===== src/rtl/b64_pkg.sv =====
// shared constants, group type and alphabet lookup for the base64 encoder
`default_nettype none

package b64_pkg;

   localparam int BYTE_W = 8;
   localparam int CHAR_W = 7;
   localparam int SEXTET_W = 6;
   localparam int PHASE_W = 2;
   localparam int IDX_W = 2;
   localparam int QUEUE_DEPTH_DEF = 2;

   // bytes already held in the current group
   localparam logic [PHASE_W-1:0] PHASE_ZERO = 2'd0;
   localparam logic [PHASE_W-1:0] PHASE_ONE  = 2'd1;
   localparam logic [PHASE_W-1:0] PHASE_TWO  = 2'd2;

   // character slots of one group
   localparam logic [IDX_W-1:0] IDX_FIRST  = 2'd0;
   localparam logic [IDX_W-1:0] IDX_SECOND = 2'd1;
   localparam logic [IDX_W-1:0] IDX_THIRD  = 2'd2;
   localparam logic [IDX_W-1:0] IDX_LAST   = 2'd3;

   localparam logic [CHAR_W-1:0] PAD_CODE   = 7'd61;
   localparam logic [CHAR_W-1:0] PLUS_CODE  = 7'd43;
   localparam logic [CHAR_W-1:0] SLASH_CODE = 7'd47;
   localparam logic [CHAR_W-1:0] UPPER_OFS  = 7'd65;
   localparam logic [CHAR_W-1:0] LOWER_OFS  = 7'd71;
   localparam logic [CHAR_W-1:0] DIGIT_OFS  = 7'd4;

   typedef struct packed {
      logic [BYTE_W-1:0]  grp_b0;
      logic [BYTE_W-1:0]  grp_b1;
      logic [BYTE_W-1:0]  grp_b2;
      logic [PHASE_W-1:0] held;
      logic               fin;
   } group_type;

   function automatic logic [CHAR_W-1:0] sextet_char(input logic [SEXTET_W-1:0] v);
      logic [CHAR_W-1:0] c;
      logic [CHAR_W-1:0] vx;
      vx = {1'b0, v};
      if (v < 6'd26) begin
         c = UPPER_OFS + vx;
      end else if (v < 6'd52) begin
         c = LOWER_OFS + vx;
      end else if (v < 6'd62) begin
         // digits: '0' sits 4 below the sextet value 52
         c = vx - DIGIT_OFS;
      end else if (v == 6'd62) begin
         c = PLUS_CODE;
      end else begin
         c = SLASH_CODE;
      end
      return c;
   endfunction

endpackage

`default_nettype wire


===== src/rtl/b64_req_if.sv =====
// byte channel into the encoder
`default_nettype none

interface b64_req_if;
   import b64_pkg::*;

   logic              valid;
   logic              ready;
   logic [BYTE_W-1:0] data_byte;
   logic              final_byte;

   modport source (output valid, output data_byte, output final_byte, input ready);
   modport sink   (input valid, input data_byte, input final_byte, output ready);

endinterface

`default_nettype wire


===== src/rtl/b64_rsp_if.sv =====
// character channel out of the encoder
`default_nettype none

interface b64_rsp_if;
   import b64_pkg::*;

   logic              valid;
   logic              ready;
   logic [CHAR_W-1:0] char_code;
   logic              last_char;

   modport source (output valid, output char_code, output last_char, input ready);
   modport sink   (input valid, input char_code, input last_char, output ready);

endinterface

`default_nettype wire


===== src/rtl/b64_front.sv =====
// front end: collects bytes into groups of up to three and queues each group
`default_nettype none

module b64_front (
   input  wire logic          clock,
   input  wire logic          reset,
   b64_req_if.sink            req,
   output logic               push_valid,
   input  wire logic          push_ready,
   output b64_pkg::group_type push_grp
);
   import b64_pkg::*;

   logic [PHASE_W-1:0] phase_ff, phase_in;
   logic [BYTE_W-1:0]  pend0_ff, pend0_in;
   logic [BYTE_W-1:0]  pend1_ff, pend1_in;
   logic               accept;
   logic               close_grp;
   logic [PHASE_W-1:0] phase_eff;

   assign req.ready = push_ready;
   assign accept    = req.valid && push_ready;

   always_comb begin
      case (phase_ff)
         PHASE_ONE: phase_eff = PHASE_ONE;
         PHASE_TWO: phase_eff = PHASE_TWO;
         default:   phase_eff = PHASE_ZERO;
      endcase
   end

   assign close_grp  = req.final_byte || (phase_eff == PHASE_TWO);
   assign push_valid = accept && close_grp;

   // held bytes first, the incoming word next, zero fill after
   always_comb begin
      push_grp.held = phase_eff;
      push_grp.fin  = req.final_byte;
      push_grp.grp_b0 = (phase_eff == PHASE_ZERO) ? req.data_byte : pend0_ff;
      case (phase_eff)
         PHASE_ONE: push_grp.grp_b1 = req.data_byte;
         PHASE_TWO: push_grp.grp_b1 = pend1_ff;
         default:   push_grp.grp_b1 = '0;
      endcase
      push_grp.grp_b2 = (phase_eff == PHASE_TWO) ? req.data_byte : '0;
   end

   always_comb begin
      phase_in = phase_ff;
      pend0_in = pend0_ff;
      pend1_in = pend1_ff;
      if (accept) begin
         if (close_grp) begin
            phase_in = PHASE_ZERO;
         end else begin
            phase_in = phase_eff + PHASE_ONE;
            if (phase_eff == PHASE_ZERO) begin
               pend0_in = req.data_byte;
            end else begin
               pend1_in = req.data_byte;
            end
         end
      end
   end

   always_ff @(posedge clock) begin
      if (reset) begin
         phase_ff <= PHASE_ZERO;
      end else begin
         phase_ff <= phase_in;
      end
   end

   always_ff @(posedge clock) begin
      pend0_ff <= pend0_in;
      pend1_ff <= pend1_in;
   end

endmodule

`default_nettype wire


===== src/rtl/b64_queue.sv =====
// short group queue between front and back end
`default_nettype none

module b64_queue #(
   parameter int DEPTH = b64_pkg::QUEUE_DEPTH_DEF
) (
   input  wire logic                clock,
   input  wire logic                reset,
   input  wire logic                push_valid,
   output logic                     push_ready,
   input  wire b64_pkg::group_type  push_grp,
   output logic                     pop_valid,
   input  wire logic                pop_ready,
   output b64_pkg::group_type       pop_grp
);
   import b64_pkg::*;

   localparam int PTR_W = (DEPTH > 1) ? $clog2(DEPTH) : 1;
   localparam int CNT_W = $clog2(DEPTH + 1);
   localparam logic [PTR_W-1:0] PTR_END = PTR_W'(DEPTH - 1);
   localparam logic [CNT_W-1:0] CNT_FULL = CNT_W'(DEPTH);

   group_type          slot_ff [DEPTH];
   logic [PTR_W-1:0]   wr_ptr_ff, wr_ptr_in;
   logic [PTR_W-1:0]   rd_ptr_ff, rd_ptr_in;
   logic [CNT_W-1:0]   count_ff, count_in;
   logic               do_push;
   logic               do_pop;

   assign push_ready = (count_ff != CNT_FULL);
   assign pop_valid  = (count_ff != '0);
   assign pop_grp    = slot_ff[rd_ptr_ff];
   assign do_push    = push_valid && push_ready;
   assign do_pop     = pop_valid && pop_ready;

   always_comb begin
      wr_ptr_in = wr_ptr_ff;
      rd_ptr_in = rd_ptr_ff;
      count_in  = count_ff;
      if (do_push) begin
         wr_ptr_in = (wr_ptr_ff == PTR_END) ? '0 : wr_ptr_ff + PTR_W'(1);
      end
      if (do_pop) begin
         rd_ptr_in = (rd_ptr_ff == PTR_END) ? '0 : rd_ptr_ff + PTR_W'(1);
      end
      if (do_push && !do_pop) begin
         count_in = count_ff + CNT_W'(1);
      end else if (do_pop && !do_push) begin
         count_in = count_ff - CNT_W'(1);
      end
   end

   always_ff @(posedge clock) begin
      if (reset) begin
         wr_ptr_ff <= '0;
         rd_ptr_ff <= '0;
         count_ff  <= '0;
      end else begin
         wr_ptr_ff <= wr_ptr_in;
         rd_ptr_ff <= rd_ptr_in;
         count_ff  <= count_in;
      end
   end

   always_ff @(posedge clock) begin
      if (do_push) begin
         slot_ff[wr_ptr_ff] <= push_grp;
      end
   end

endmodule

`default_nettype wire


===== src/rtl/b64_back.sv =====
// back end: turns one queued group into four characters, one per cycle while the result channel is ready
`default_nettype none

module b64_back (
   input  wire logic                clock,
   input  wire logic                reset,
   input  wire logic                pop_valid,
   output logic                     pop_ready,
   input  wire b64_pkg::group_type  pop_grp,
   b64_rsp_if.source                rsp
);
   import b64_pkg::*;

   group_type          cur_ff, cur_in;
   logic               busy_ff, busy_in;
   logic [IDX_W-1:0]   idx_ff, idx_in;
   logic               out_valid_ff, out_valid_in;
   logic [CHAR_W-1:0]  code_ff, code_in;
   logic               last_ff, last_in;
   logic               advance;
   logic               step;
   logic               finish;
   logic [SEXTET_W-1:0] s0, s1, s2, s3;
   logic [CHAR_W-1:0]  sel_code;
   logic               sel_last;

   assign advance   = !out_valid_ff || rsp.ready;
   assign step      = busy_ff && advance;
   assign finish    = step && (idx_ff == IDX_LAST);
   assign pop_ready = !busy_ff || finish;

   assign s0 = cur_ff.grp_b0[7:2];
   assign s1 = {cur_ff.grp_b0[1:0], cur_ff.grp_b1[7:4]};
   assign s2 = {cur_ff.grp_b1[3:0], cur_ff.grp_b2[7:6]};
   assign s3 = cur_ff.grp_b2[5:0];

   always_comb begin
      sel_last = 1'b0;
      case (idx_ff)
         IDX_FIRST:  sel_code = sextet_char(s0);
         IDX_SECOND: sel_code = sextet_char(s1);
         IDX_THIRD: begin
            sel_code = (cur_ff.held == PHASE_ZERO) ? PAD_CODE : sextet_char(s2);
         end
         IDX_LAST: begin
            sel_code = (cur_ff.held == PHASE_TWO) ? sextet_char(s3) : PAD_CODE;
            // a short group only ever closes the message
            sel_last = (cur_ff.held != PHASE_TWO) || cur_ff.fin;
         end
         default: sel_code = PAD_CODE;
      endcase
   end

   always_comb begin
      busy_in      = busy_ff;
      cur_in       = cur_ff;
      idx_in       = idx_ff;
      out_valid_in = out_valid_ff;
      code_in      = code_ff;
      last_in      = last_ff;
      if (advance) begin
         out_valid_in = step;
      end
      if (step) begin
         code_in = sel_code;
         last_in = sel_last;
         idx_in  = idx_ff + IDX_W'(1);
      end
      if (finish) begin
         busy_in = 1'b0;
      end
      if (pop_valid && pop_ready) begin
         busy_in = 1'b1;
         cur_in  = pop_grp;
         idx_in  = IDX_FIRST;
      end
   end

   always_ff @(posedge clock) begin
      if (reset) begin
         busy_ff      <= 1'b0;
         idx_ff       <= IDX_FIRST;
         out_valid_ff <= 1'b0;
      end else begin
         busy_ff      <= busy_in;
         idx_ff       <= idx_in;
         out_valid_ff <= out_valid_in;
      end
   end

   always_ff @(posedge clock) begin
      cur_ff  <= cur_in;
      code_ff <= code_in;
      last_ff <= last_in;
   end

   assign rsp.valid     = out_valid_ff;
   assign rsp.char_code = code_ff;
   assign rsp.last_char = last_ff;

endmodule

`default_nettype wire


===== src/rtl/base64_stream_encoder.sv =====
// top level of the streaming base64 encoder
//
//   channel    dir   payload                       handshake
//   req_chan   in    data_byte[7:0], final_byte    valid / ready
//   rsp_chan   out   char_code[6:0], last_char     valid / ready
//
// one byte is taken per cycle while the group queue has room; bytes that
// open or extend a group leave no result.
// a closed group yields four characters at one per cycle through the output
// register while rsp_chan is ready, so the sustained rate is set by the
// single-character result channel.
// reset is synchronous and clears the group phase, the queue and the output.
// a stalled result channel fills the back end and the queue of QUEUE_DEPTH
// groups, then req_chan.ready stays low for every word until a group leaves.
`default_nettype none

module base64_stream_encoder #(
   parameter int QUEUE_DEPTH = b64_pkg::QUEUE_DEPTH_DEF
) (
   input wire logic  clock,
   input wire logic  reset,
   b64_req_if.sink   req_chan,
   b64_rsp_if.source rsp_chan
);
   import b64_pkg::*;

   logic      push_valid;
   logic      push_ready;
   group_type push_grp;
   logic      pop_valid;
   logic      pop_ready;
   group_type pop_grp;

   b64_front u_front (
      .clock      (clock),
      .reset      (reset),
      .req        (req_chan),
      .push_valid (push_valid),
      .push_ready (push_ready),
      .push_grp   (push_grp)
   );

   b64_queue #(
      .DEPTH (QUEUE_DEPTH)
   ) u_queue (
      .clock      (clock),
      .reset      (reset),
      .push_valid (push_valid),
      .push_ready (push_ready),
      .push_grp   (push_grp),
      .pop_valid  (pop_valid),
      .pop_ready  (pop_ready),
      .pop_grp    (pop_grp)
   );

   b64_back u_back (
      .clock     (clock),
      .reset     (reset),
      .pop_valid (pop_valid),
      .pop_ready (pop_ready),
      .pop_grp   (pop_grp),
      .rsp       (rsp_chan)
   );

   // a partial group is only ever sent on the final word
   a_short_push_final: assert property (@(posedge clock) disable iff (reset)
      push_valid |-> (push_grp.held == PHASE_TWO) || push_grp.fin)
      else $error("partial group pushed without final flag");

   a_short_pop_final: assert property (@(posedge clock) disable iff (reset)
      pop_valid |-> (pop_grp.held == PHASE_TWO) || pop_grp.fin)
      else $error("partial group left queue without final flag");

   // a pushed group leaves the queue non-empty on the next cycle
   a_push_fills: assert property (@(posedge clock) disable iff (reset)
      push_valid && push_ready |=> pop_valid)
      else $error("pushed group missing from queue");

endmodule

`default_nettype wire

===== src/flat_wrapper.sv =====
// flat-port wrapper written by rule: the top's interface ports become plain ports
module base64_stream_encoder_flat import b64_pkg::*;
#(
   parameter int QUEUE_DEPTH = b64_pkg::QUEUE_DEPTH_DEF
)
  (clock, reset, req_chan_valid, req_chan_data_byte, req_chan_final_byte, req_chan_ready, rsp_chan_valid, rsp_chan_char_code, rsp_chan_last_char, rsp_chan_ready);
  b64_req_if req_chan_i ();
  b64_rsp_if rsp_chan_i ();
  input wire logic clock;
  input wire logic reset;
  input wire logic [$bits(req_chan_i.valid)-1:0] req_chan_valid;
  input wire logic [$bits(req_chan_i.data_byte)-1:0] req_chan_data_byte;
  input wire logic [$bits(req_chan_i.final_byte)-1:0] req_chan_final_byte;
  output wire logic [$bits(req_chan_i.ready)-1:0] req_chan_ready;
  output wire logic [$bits(rsp_chan_i.valid)-1:0] rsp_chan_valid;
  output wire logic [$bits(rsp_chan_i.char_code)-1:0] rsp_chan_char_code;
  output wire logic [$bits(rsp_chan_i.last_char)-1:0] rsp_chan_last_char;
  input wire logic [$bits(rsp_chan_i.ready)-1:0] rsp_chan_ready;
  assign req_chan_i.valid = req_chan_valid;
  assign req_chan_i.data_byte = req_chan_data_byte;
  assign req_chan_i.final_byte = req_chan_final_byte;
  assign req_chan_ready = req_chan_i.ready;
  assign rsp_chan_valid = rsp_chan_i.valid;
  assign rsp_chan_char_code = rsp_chan_i.char_code;
  assign rsp_chan_last_char = rsp_chan_i.last_char;
  assign rsp_chan_i.ready = rsp_chan_ready;
  base64_stream_encoder #(.QUEUE_DEPTH(QUEUE_DEPTH)) u_core (.clock(clock), .reset(reset), .req_chan(req_chan_i), .rsp_chan(rsp_chan_i));
endmodule

===== config.mk =====
export PLATFORM = sky130hd
export DESIGN_NAME = base64_stream_encoder_flat
export DESIGN_NICKNAME = d
export VERILOG_FILES = /design/src/rtl/b64_pkg.sv /design/src/rtl/b64_req_if.sv /design/src/rtl/b64_rsp_if.sv /design/src/rtl/b64_front.sv /design/src/rtl/b64_queue.sv /design/src/rtl/b64_back.sv /design/src/rtl/base64_stream_encoder.sv /design/src/flat_wrapper.sv
export SDC_FILE = /design/constraint.sdc
export NUM_CORES = 1
export LEC_CHECK = 0
export ABC_CLOCK_PERIOD_IN_PS = 6200
export BUFFER_PORTS_ARGS = -buffer_cell sky130_fd_sc_hd__buf_2
export CAP_MARGIN = 0
export CORE_MARGIN = 1
export CORE_UTILIZATION = 25
export CTS_CLUSTER_DIAMETER = 40
export DETAILED_ROUTE_END_ITERATION = 8
export SETUP_SLACK_MARGIN = 0.5
export SLEW_MARGIN = 10
export SYNTH_ARGS = -nofsm -noshare
export SYNTH_HDL_FRONTEND = slang
export SYNTH_SLANG_ARGS = --single-unit
export TNS_END_PERCENT = 50

===== constraint.sdc =====
create_clock -name clock -period 6.2 [get_ports clock]
set_input_delay 0.31 -clock clock [delete_from_list [all_inputs] [get_ports clock]]
set_output_delay 0.31 -clock clock [all_outputs]
set_load 0.01 [all_outputs]

==> qor.txt <==
Sink Count - 115
Finish-stage setup viols - 0
hpwl dp - 8860 um
critical-path cell list - inv_1 > ha_1 > and3b_1 > nor2_1 > o311ai_2 > a21oi_1 > o41a_1
#FFs+latches synth - 115
initial core utilization - 25.6%
Die Height - 157 um
post-synthesis sequential area ratio - 55.5%
count of final max-slew check failures - 0
Req. time, crit path - 6360 ps
drt total wl - 12500 um
Post-synth EDFFs - 105
type of origin of the critical path - register
grt ovf - 0
row count - 56
vias - 3958
Gate Count Post-Synth - 496
first-pass GRT wire length - 19900 um
Min Clock Period, post-route - 2400 ps
GPL Wtd Cong - 0.830
pre-CTS setup slack - 3850 ps
fin cells - 848
CP max stage delay - 480 ps
core area - 23500 sq um
Worst Path Arrival - 2550 ps
Core Util, Final - 29.9%
layout cells sized above 1 - 20.2%
clock root buffer - clkbuf_16
peak fanout along the critical path - 10
H-tree Lvls - 4
fin area - 7040 sq um
area of the mapped netlist - 6040 sq um
Worst Tran Pin Value - 1200 ps
GRT Total Usage - 10.6%
DRT iter0 DRCs - 425
drt drc - 0
fin crit share - 38.7%
RSZ-0062 raised after global routing - false
Die X-Extent - 157 um
PnR worst setup slack - 3800 ps
initial antenna violation count - 0
Syn Nets - 537
Distinct cells, synth - 70
Die Area - 24800 sq um
most common cell after layout, fill and taps aside - edfxtp_1
Setup Fix Bufs, Post-CTS - 0
fill count - 2460
Final Skew - 14.2 ps
cell class contributing the biggest share of worst-path delay - compound AO/OA/AOI/OAI gates
Antenna Nets Post-Route - 0
post-CTS sizing - 0
Worst slew margin - 19.6%
placed cells - 816
synth-to-layout area growth - 16.6%
DP Area - 6450 sq um
Overall Power - 3.33 mW
Vias/cell - 4.67
vias in the first global route - 3689
largest net degree at the start of global routing - 32
ys async rst share - 0%
CTS tree - built
Clock Path Buffers - 2
status - completed
Hold Crit Class - in -> reg
WL/cell - 14.7 um
f_max - 0.417 GHz
Most used DFF post-synth - edfxtp_1
LEAKAGE - 2.47 nW
n_diodes - 0
critical path class - reg -> reg
Clock Latency Late Sink - 420 ps
final hold vios - 0
max cap viols - 0
Peak VDD IR - 209 uV
# hold bufs at CTS - 0
TNS Setup - 0 ps
CP max-delay cell - edfxtp_1
critical path endpoint category - register
I/O Buffers - 22
syn avg cell area - 12.2 sq um
Fin Hold WS - 130 ps
Worst Path Buf+Inv - 1
commonest non-fill, non-tap cells in the layout - edfxtp_1, mux2_2, inv_1
Clock transition at path regs - 60 ps
PD cells - 473 nW/um^2
# nets final - 557
Num CTS Buffers - 17
Detailed Routing Iterations Pass 1 - 5
IO Count - 23
Synth warnings - 0
[where the power goes]
group | internal, mW | switching (mW)
Combinational | 0.447 | 0.640
Sequential | 1.07 | 0.199
Clock | 0.630 | 0.347
Total | 2.14 | 1.19
[path summary, 6_finish.rpt]
check                                           startpoint                        endpoint  slack [ps]  cells after the start
worst min register to register  u_core.u_queue.count_ff[1]      u_core.u_queue.count_ff[1]         510                      2
worst max-delay path              u_core.u_back.cur_ff[17]  u_core.u_back.rsp.char_code[2]        3800                      7
worst max register to register    u_core.u_back.cur_ff[17]  u_core.u_back.rsp.char_code[2]        3800                      7
worst min-delay path                 req_chan_data_byte[5]      u_core.u_front.pend1_ff[5]         130                      1
[cell usage after synthesis (all sizes together), types with 11 or more instances]
| cell | n | area share, % |
|---|---|---|
| edfxtp | 105 | 52 |
| mux2 | 37 | 6.9 |
| inv | 34 | 2.1 |
| a21oi | 30 | 2.7 |
| nor2 | 30 | 1.9 |
| ha | 28 | 5.8 |
| nand2 | 22 | 1.4 |
| buf | 15 | 1.6 |
| nand3 | 14 | 1.2 |
| a22oi | 11 | 1.4 |
| and2 | 11 | 1.2 |
| nor3 | 11 | 0.91 |
[metal layers]
layer  vias to the layer above  global-route usage [%]  part of all wire (%)
li1                       1942                       -                     -
met1                      1910                    14.4                    48
met2                        82                    15.8                    46
met3                        24                    2.51                   3.6
met4                         0                    5.22                   2.2
met5                         -                       0                     0
[cells by family (layout without fill, tap and decap cells)]
kind of cell | after synthesis | count (layout) | share of synthesized area (%)
AND/OR/NAND/NOR | 121 | 121 | 10.3
AO/OA/AOI/OAI | 123 | 123 | 15.0
buffers and inverters | 59 | 92 | 4.37
XOR/XNOR | 8 | 8 | 1.16
multiplexers | 42 | 42 | 7.73
flip-flops | 115 | 115 | 55.5
adder cells (fa/ha/maj) | 28 | 28 | 5.80
[registers in the layout (all words and copies together) (netlist names)]
name / count
u_core.u_back.idx_ff: 2
u_core.u_front.pend0_ff: 8
u_core.u_back.cur_ff: 27
u_core.u_queue.slot_ff: 54
u_core.u_front.phase_ff: 2
u_core.u_queue.rd_ptr_ff: 1
u_core.u_back.busy_ff: 1
u_core.u_back.rsp.last_char: 1
u_core.u_back.rsp.valid: 1
u_core.u_back.rsp.char_code: 7
u_core.u_queue.wr_ptr_ff: 1
u_core.u_queue.count_ff: 2
u_core.u_front.pend1_ff: 8
[layout make-up]
class / instances / area [sq um] / share of cell area, %
Clock buffer: 19 / 433 / 6.15
Tap cell: 319 / 399 / 5.67
Multi-Input combinational cell: 322 / 2430 / 34.5
Sequential cell: 115 / 3350 / 47.6
Timing Repair Buffer: 26 / 140 / 1.99
Inverter: 34 / 128 / 1.81
Clock inverter: 13 / 159 / 2.26
No activity file was read; power rests on OpenSTA's default activity.
